File: src/rtl/mclt_pkg.sv
package mclt_pkg;

    localparam int MODE_W    = 2;
    localparam int CHAN_W    = 3;
    localparam int DUR_W     = 32;
    localparam int MASK_W    = 5;
    localparam int MAX_CHANS = 8;
    localparam int CYCLES_W  = 8;
    localparam int CHUNK_W   = 17;
    localparam int CFG_IDX_W = 2;
    localparam int TICK_SHIFT = 8;

    localparam logic [CYCLES_W-1:0] CYCLES_RESET = 8'd16;
    localparam logic [CHUNK_W-1:0]  CHUNK_RESET  = 17'd65536;

    localparam logic [CFG_IDX_W-1:0] CFG_CYCLES    = 2'd0;
    localparam logic [CFG_IDX_W-1:0] CFG_MAX_CHUNK = 2'd1;

    typedef enum logic [MODE_W-1:0] {
        MODE_TICK        = 2'd0,
        MODE_START       = 2'd1,
        MODE_STOP        = 2'd2,
        MODE_STOP_NOTIFY = 2'd3
    } mode_t;

    // per-channel command, already qualified by the transfer
    typedef struct packed {
        logic tick;
        logic start;
        logic stop;
        logic notify;
    } chan_cmd_t;

endpackage

File: src/rtl/mclt_chan.sv
module mclt_chan #(
    parameter int PERIOD_WIDTH = 16
) (
    input  logic                                clk,
    input  logic                                rst_n,
    input  mclt_pkg::chan_cmd_t                 cmd,
    input  logic [mclt_pkg::DUR_W-1:0]          duration_usec,
    input  logic [mclt_pkg::CYCLES_W-1:0]       cycles_per_usec,
    input  logic [mclt_pkg::CHUNK_W-1:0]        max_chunk_usec,
    output logic                                running,
    output logic                                expired
);

    localparam int PROD_W = mclt_pkg::CHUNK_W + mclt_pkg::CYCLES_W;
    localparam int PAD_W  = mclt_pkg::DUR_W - mclt_pkg::CHUNK_W;

    logic [mclt_pkg::DUR_W-1:0]   remaining_reg, remaining_next;
    logic [PERIOD_WIDTH-1:0]      period_reg, period_next;
    logic [PERIOD_WIDTH-1:0]      count_reg, count_next;
    logic                         run_reg, run_next;

    logic [mclt_pkg::DUR_W-1:0]   chunk_wide;
    logic [mclt_pkg::CHUNK_W-1:0] seg;
    logic [mclt_pkg::CHUNK_W-1:0] mult_in;
    logic [PROD_W-1:0]            prod;
    logic [PERIOD_WIDTH-1:0]      new_period;

    assign chunk_wide = {{PAD_W{1'b0}}, max_chunk_usec};
    assign seg = (duration_usec > chunk_wide) ? max_chunk_usec
                                              : duration_usec[mclt_pkg::CHUNK_W-1:0];

    // one multiplier: start uses the first segment, a period end the remainder
    // (a remainder below the segment limit always fits the segment width)
    assign mult_in    = cmd.start ? seg : remaining_reg[mclt_pkg::CHUNK_W-1:0];
    assign prod       = PROD_W'(mult_in) * PROD_W'(cycles_per_usec);
    assign new_period = PERIOD_WIDTH'(prod >> mclt_pkg::TICK_SHIFT);

    always_comb
    begin
        remaining_next = remaining_reg;
        period_next    = period_reg;
        count_next     = count_reg;
        run_next       = run_reg;
        expired        = 1'b0;
        priority if (cmd.start)
        begin
            remaining_next = duration_usec - {{PAD_W{1'b0}}, seg};
            period_next    = new_period;
            count_next     = '0;
            run_next       = 1'b1;
        end
        else if (cmd.stop)
        begin
            run_next = 1'b0;
            expired  = cmd.notify;
        end
        else if (cmd.tick && run_reg)
        begin
            if (count_reg != period_reg)
            begin
                count_next = count_reg + PERIOD_WIDTH'(1);
            end
            else
            begin
                count_next = '0;
                priority if (remaining_reg == '0)
                begin
                    run_next = 1'b0;
                    expired  = 1'b1;
                end
                else if (remaining_reg < chunk_wide)
                begin
                    period_next    = new_period;
                    remaining_next = '0;
                end
                else
                begin
                    remaining_next = remaining_reg - chunk_wide;
                end
            end
        end
    end

    assign running = run_next;

    always_ff @(posedge clk or negedge rst_n)
    begin
        if (!rst_n)
        begin
            remaining_reg <= '0;
            period_reg    <= '0;
            count_reg     <= '0;
            run_reg       <= 1'b0;
        end
        else
        begin
            remaining_reg <= remaining_next;
            period_reg    <= period_next;
            count_reg     <= count_next;
            run_reg       <= run_next;
        end
    end

endmodule

File: src/rtl/multi_channel_long_interval_timer_core.sv
// An input transfer goes through the input register, then the per-channel update into the
//   result register. Throughput: one item per cycle unless out_stall holds a full result;
//   every channel has its own update logic and multiplier.
// Reset: all channels stop with cleared state, cycles_per_usec = 16, max_chunk_usec = 65536,
//   both pipeline stages empty. No clearing pass; the block takes items right after reset.
module multi_channel_long_interval_timer_core #(
    parameter int NUM_CHANNELS = 5,
    parameter int PERIOD_WIDTH = 16
) (
    input  logic                              clk,
    input  logic                              rst_n,
    input  logic                              in_valid,
    output logic                              in_stall,
    input  logic [mclt_pkg::MODE_W-1:0]       mode,
    input  logic [mclt_pkg::CHAN_W-1:0]       channel,
    input  logic [mclt_pkg::DUR_W-1:0]        duration_usec,
    output logic                              out_valid,
    input  logic                              out_stall,
    output logic [mclt_pkg::MASK_W-1:0]       running_mask,
    output logic [mclt_pkg::MASK_W-1:0]       expired_mask,
    input  logic                              cfg_valid,
    output logic                              cfg_ready,
    input  logic [mclt_pkg::CFG_IDX_W-1:0]    cfg_index,
    input  logic [mclt_pkg::CHUNK_W-1:0]      cfg_data
);

    logic [mclt_pkg::CYCLES_W-1:0] cycles_reg;
    logic [mclt_pkg::CHUNK_W-1:0]  chunk_reg;

    logic                          s1_valid_reg, s1_valid_next;
    mclt_pkg::mode_t               s1_mode_reg;
    logic [mclt_pkg::CHAN_W-1:0]   s1_channel_reg;
    logic [mclt_pkg::DUR_W-1:0]    s1_dur_reg;

    logic                          out_valid_reg, out_valid_next;
    logic [mclt_pkg::MASK_W-1:0]   run_mask_reg, exp_mask_reg;

    logic                          in_xfer;
    logic                          fire;
    logic                          do_tick, do_start, do_stop, do_notify;
    logic [NUM_CHANNELS-1:0]       run_vec, exp_vec;
    logic [mclt_pkg::MAX_CHANS-1:0] run_wide, exp_wide;

    // items only back up when the result register is full and held
    assign fire     = s1_valid_reg && !(out_valid_reg && out_stall);
    assign in_stall = s1_valid_reg && out_valid_reg && out_stall;
    assign in_xfer  = in_valid && !in_stall;

    assign cfg_ready = 1'b1;

    always_ff @(posedge clk or negedge rst_n)
    begin
        if (!rst_n)
        begin
            cycles_reg <= mclt_pkg::CYCLES_RESET;
            chunk_reg  <= mclt_pkg::CHUNK_RESET;
        end
        else if (cfg_valid)
        begin
            unique case (cfg_index)
                mclt_pkg::CFG_CYCLES:    cycles_reg <= cfg_data[mclt_pkg::CYCLES_W-1:0];
                mclt_pkg::CFG_MAX_CHUNK: chunk_reg  <= cfg_data;
                default:                 ;
            endcase
        end
    end

    always_comb
    begin
        s1_valid_next = s1_valid_reg;
        if (in_xfer)
        begin
            s1_valid_next = 1'b1;
        end
        else if (fire)
        begin
            s1_valid_next = 1'b0;
        end
    end

    always_ff @(posedge clk or negedge rst_n)
    begin
        if (!rst_n)
        begin
            s1_valid_reg <= 1'b0;
        end
        else
        begin
            s1_valid_reg <= s1_valid_next;
        end
    end

    always_ff @(posedge clk or negedge rst_n)
    begin
        if (!rst_n)
        begin
            s1_mode_reg    <= mclt_pkg::MODE_TICK;
            s1_channel_reg <= '0;
            s1_dur_reg     <= '0;
        end
        else if (in_xfer)
        begin
            s1_mode_reg    <= mclt_pkg::mode_t'(mode);
            s1_channel_reg <= channel;
            s1_dur_reg     <= duration_usec;
        end
    end

    always_comb
    begin
        do_tick   = 1'b0;
        do_start  = 1'b0;
        do_stop   = 1'b0;
        do_notify = 1'b0;
        unique case (s1_mode_reg)
            mclt_pkg::MODE_TICK:        do_tick  = fire;
            mclt_pkg::MODE_START:       do_start = fire;
            mclt_pkg::MODE_STOP:        do_stop  = fire;
            mclt_pkg::MODE_STOP_NOTIFY:
            begin
                do_stop   = fire;
                do_notify = fire;
            end
        endcase
    end

    // ticks reach every channel; start/stop at or above NUM_CHANNELS do nothing
    for (genvar c = 0; c < NUM_CHANNELS; c++)
    begin : g_chan
        mclt_pkg::chan_cmd_t cmd;
        logic                sel;

        assign sel        = (s1_channel_reg == mclt_pkg::CHAN_W'(c));
        assign cmd.tick   = do_tick;
        assign cmd.start  = do_start && sel;
        assign cmd.stop   = do_stop && sel;
        assign cmd.notify = do_notify && sel;

        mclt_chan #(
            .PERIOD_WIDTH (PERIOD_WIDTH)
        ) u_chan (
            .clk             (clk),
            .rst_n           (rst_n),
            .cmd             (cmd),
            .duration_usec   (s1_dur_reg),
            .cycles_per_usec (cycles_reg),
            .max_chunk_usec  (chunk_reg),
            .running         (run_vec[c]),
            .expired         (exp_vec[c])
        );
    end

    assign run_wide = mclt_pkg::MAX_CHANS'(run_vec);
    assign exp_wide = mclt_pkg::MAX_CHANS'(exp_vec);

    always_comb
    begin
        out_valid_next = out_valid_reg;
        if (fire)
        begin
            out_valid_next = 1'b1;
        end
        else if (!out_stall)
        begin
            out_valid_next = 1'b0;
        end
    end

    always_ff @(posedge clk or negedge rst_n)
    begin
        if (!rst_n)
        begin
            out_valid_reg <= 1'b0;
        end
        else
        begin
            out_valid_reg <= out_valid_next;
        end
    end

    always_ff @(posedge clk)
    begin
        if (fire)
        begin
            run_mask_reg <= run_wide[mclt_pkg::MASK_W-1:0];
            exp_mask_reg <= exp_wide[mclt_pkg::MASK_W-1:0];
        end
    end

    assign out_valid    = out_valid_reg;
    assign running_mask = run_mask_reg;
    assign expired_mask = exp_mask_reg;

endmodule

File: config.mk
export PLATFORM = sky130hd
export DESIGN_NAME = multi_channel_long_interval_timer_core
export DESIGN_NICKNAME = d
export VERILOG_FILES = /design/src/rtl/mclt_pkg.sv /design/src/rtl/mclt_chan.sv /design/src/rtl/multi_channel_long_interval_timer_core.sv
export SDC_FILE = /design/constraint.sdc
export NUM_CORES = 2
export LEC_CHECK = 0
export ABC_AREA = 1
export BUFFER_PORTS_ARGS = -buffer_cell sky130_fd_sc_hd__buf_2
export CAP_MARGIN = 20
export CORE_UTILIZATION = 44
export DETAILED_ROUTE_END_ITERATION = 6
export PLACE_DENSITY = 0.68
export SYNTH_ARGS = -nofsm -noshare
export SYNTH_HDL_FRONTEND = slang
export SYNTH_SLANG_ARGS = --single-unit
File: constraint.sdc
create_clock -name clk -period 6.9 [get_ports clk]
set_input_delay 0.345 -clock clk [delete_from_list [all_inputs] [get_ports clk]]
set_output_delay 0.345 -clock clk [all_outputs]
set_load 0.01 [all_outputs]
==> impl_metrics.csv <==
group,metric,value,unit
place,port_buffers,72,
setup_path,slowest_stage,"fa_1",
finish,area_growth,9.43,%
clocking,cts_max_level,2,
place,hpwl,119000,microns
setup_path,r2r-end,"g_chan[4].u_chan.period_reg[4]",
finish,finalNetCount,7281,
setup_path,crit_family,"adder cells",
finish,final_area,51700,sq um
logic_synthesis,ys.flop_type,"dfrtp_1",
logic_synthesis,synth-seq-cells,399,
setup_path,crit_start,"chunk_reg[1]",
grt,grt_pass1_vias,42300,
logic_synthesis,synth_top_family_by_area,"adder cells",
logic_synthesis,synth_edf_count,10,
clocking,clockBufferDepth,3,
sta,min_period,6510,ps
place,dpl_cell_area,49500,sq um
setup_path,cp.arrival,7020,ps
clocking,cts_buffers,52,
logic_synthesis,netlist_area,47300,sq um
clocking,post_cts_buffers,0,
grt,met3_usage,4.86,%
sta,fin_ws,385,ps
setup_path,crit_fanout,32,
place,gp_routability_congestion,1.00,
sta,min_period_over_period,94.4,%
power_and_ir_drop,worst_ir_drop_vdd,268,uV
setup_path,reg2reg_slack,390,ps
logic_synthesis,async_reset_ff_share,97.5,%
finish,largest_register_ffs,160,
sta,drv_slew,0,
grt,grt_usage,28.0,%
grt,grt.met1_usage,39.7,%
logic_synthesis,synth-adder-area-share,27.5,%
finish,fillers,10400,
logic_synthesis,synth_top_area_cell,"dfrtp_1",
setup_path,critical_path_required,7400,ps
logic_synthesis,synthesis.nets,7181,
route,vias,43700,
setup_path,cp-endpoint,"g_chan[4].u_chan.period_reg[4]",
floorplanning,core_region_area,106000,sq um
clocking,path_clk_slew,70,ps
setup_path,max_stage_delay,580,ps
sta,hold_viol_final,0,
logic_synthesis,seq_area_frac_synth,21.2,%
power_and_ir_drop,p_leak,26.1,nW
logic_synthesis,synthCells,6350,
clocking,cts_root_buf,"clkbuf_16",
logic_synthesis,synth.avg_cell_area,7.44,sq um
floorplanning,start_util,44.6,%
floorplanning,die_width,330,microns
logic_synthesis,synthTopCellsByArea,"dfrtp_1, fa_1, nand2_1",
logic_synthesis,synth_mux_area_share,0.524,%
clocking,cts.sinks,399,
finish,drive_above_1_share,7.81,%
job,cap_violations,0,
sta,max_freq,153,MHz
sta,max-slew-margin-rel,26.4,%
setup_path,path_class,"reg2reg",
clocking,cts_tree,"done",
route,drt_iter0_markers,4073,
route,drc,0,
logic_synthesis,synth-compound-area-share,12.9,%
clocking,clk_latency,680,ps
logic_synthesis,synth_xor_area_share,3.78,%
route,via_per_inst,5.54,
route,antenna_left,0,
hold_path,min_path_cells,3,
sta,fin_setup_tns,0,ps
status,status,"finished clean",
setup_path,path_depth,32,
sta,rsz0062_at_grt,"no",
finish,antenna_cells,0,
floorplanning,io_pins,74,
setup_path,critPathCaptureType,"register",
power_and_ir_drop,p_per_area,288,nW/um^2
sta,setup_viol_count_final,0,
setup_path,reg2reg_from,"chunk_reg[1]",
grt,grt_overflow,0,
floorplanning,fp.dieArea,109000,sq um
grt,grt_antenna_before_repair,8,
grt,top_usage_layer,"met2",
place,place_ws,210,ps
floorplanning,row_count,119,
setup_path,crit_path_start_kind,"register",
hold_path,hold_class,"in2reg",
sta,clock_skew,74.0,ps
setup_path,path_common_cell,"nand2_1",
route,drt-total-wl,151000,microns
setup_path,r2r_cells,32,
power_and_ir_drop,power,14.9,mW
grt,grt_max_degree,133,
sta,worst_slew_pin_slew,1100,ps
grt,met2_usage,43.1,%
route,wl_per_cell,19.1,microns
logic_synthesis,synth_top_area_share,20.5,%
floorplanning,die_h,330,microns
grt,grt_pass1_wl,238000,microns
setup_path,critical_path_buf_inv_count,3,
logic_synthesis,synth_cell_types,73,
logic_synthesis,synth_warnings,0,
logic_synthesis,yosys.area_share.simple,24.4,%
route,drt_first_pass_iters,6,
Yosys cell counts, types with 5 or more instances:
cell	n
o21ai_0	248
fa_1	446
nor3b_1	14
a21oi_1	419
a22oi_1	38
xnor2_1	107
clkbuf_1	121
and2_1	10
a21o_1	15
o22a_1	5
buf_1	8
nand2_2	21
inv_1	987
or2_2	48
buf_2	40
ha_1	324
inv_2	28
nand3b_1	12
nand2_4	5
nor2_2	17
o21a_1	54
edfxtp_1	10
nand2_1	1158
or2_1	10
o211ai_1	5
xor2_1	93
dfrtp_1	387
nor3_1	107
o21ai_2	32
nand3_2	11
nand3_1	238
nor2_4	8
a2bb2oi_1	25
buf_4	12
a211oi_1	6
o221ai_1	20
nor2_1	927
o21ai_1	94
nand4_1	44
nor4_1	58
a31oi_1	23
mux2_2	22
o22ai_1	26
a21oi_2	9
a21boi_0	7
placed cells by master, fill, tap and decap left out, drive strengths merged, types with 10 or more instances in the layout:
cell | synthesis | layout
dfrtp | 387 | 387
clkbuf | 121 | 71
o22ai | 26 | 26
a21boi | 11 | 11
nand4 | 47 | 47
fa | 446 | 446
xor2 | 95 | 95
a21o | 15 | 15
nor3 | 111 | 111
clkinv | 3 | 14
a22oi | 38 | 38
o21a | 54 | 54
o221ai | 20 | 20
ha | 324 | 324
a2bb2oi | 25 | 25
nand2 | 1184 | 1184
nor3b | 14 | 14
dlygate4sd3 | 0 | 36
mux2 | 22 | 22
a21oi | 428 | 428
nor2 | 953 | 953
xnor2 | 107 | 107
nand3 | 251 | 251
and2 | 10 | 10
nor4 | 60 | 60
nand3b | 12 | 12
edfxtp | 10 | 10
buf | 61 | 192
o21ai | 375 | 375
inv | 1016 | 1020
or2 | 59 | 59
a31oi | 23 | 23
cells by family after synthesis:
group / Yosys count
compound gates: 1051
xor+xnor: 202
fa+ha+maj: 770
buf+inv: 1201
flops: 399
mux: 22
other cells: 1
simple gates: 2704
worst min-delay path, cell delays in order:
cell,delay (ps)
buf_2,90
inv_1,70
o21ai_0,150
repair_timing:
item / CTS / global route
hold buffers: 36 / 0
setup endpoints to repair: 0 / 39
endpoints found under the hold margin: 128 / 0
gates resized for setup: 0 / 4
area by class of cell:
cell class / instances / area [sq um] / area share [%]
Tap cell: 1391 / 1740 / 3.37
Multi-Input combinational cell: 4750 / 32600 / 63.1
Clock buffer: 71 / 1440 / 2.79
Clock inverter: 25 / 364 / 0.704
Sequential cell: 399 / 10000 / 19.4
Inverter: 1019 / 3830 / 7.40
Timing Repair Buffer: 228 / 1670 / 3.22
metal layers:
layer / vias up / part of all wire (%)
met5: - / 0.038
met4: 10 / 3.2
li1: 20500 / -
met2: 1773 / 44
met3: 278 / 8.6
met1: 21100 / 44
per-stage QoR:
| step | hold slack [ps] | cells | utilization, % |
|---|---|---|---|
| 2_1_floorplan | 49.4 | 6350 | - |
| 3_3_place_gp | 467 | 7750 | 46.8 |
| 3_5_place_dp | 472 | 7750 | 46.8 |
| 4_1_cts | 2.18 | 7882 | 48.8 |
| 5_1_grt | 15.3 | 7883 | 48.8 |
| 6_report | 35.0 | 7883 | 48.8 |
where the power goes:
group          switching (mW)  internal, mW  leakage [nW]  total, mW
registers               0.108          2.48          4.94       2.59
logic                    6.12          3.29          20.3       9.40
clock network            1.23          1.70         0.871       2.93
worst min path at each step:
stage | slack, ps | end | from
floorplan | 50 | chunk_reg[0] | rst_n
CTS | 2 | s1_dur_reg[2] | duration_usec[2]
finish | 40 | cycles_reg[2] | cfg_data[2]
global route | 20 | s1_dur_reg[2] | duration_usec[2]
detailed placement | 470 | out_valid | s1_valid_reg
global placement | 470 | out_valid | s1_valid_reg
Note: power is estimated with default switching activity, not from simulation.
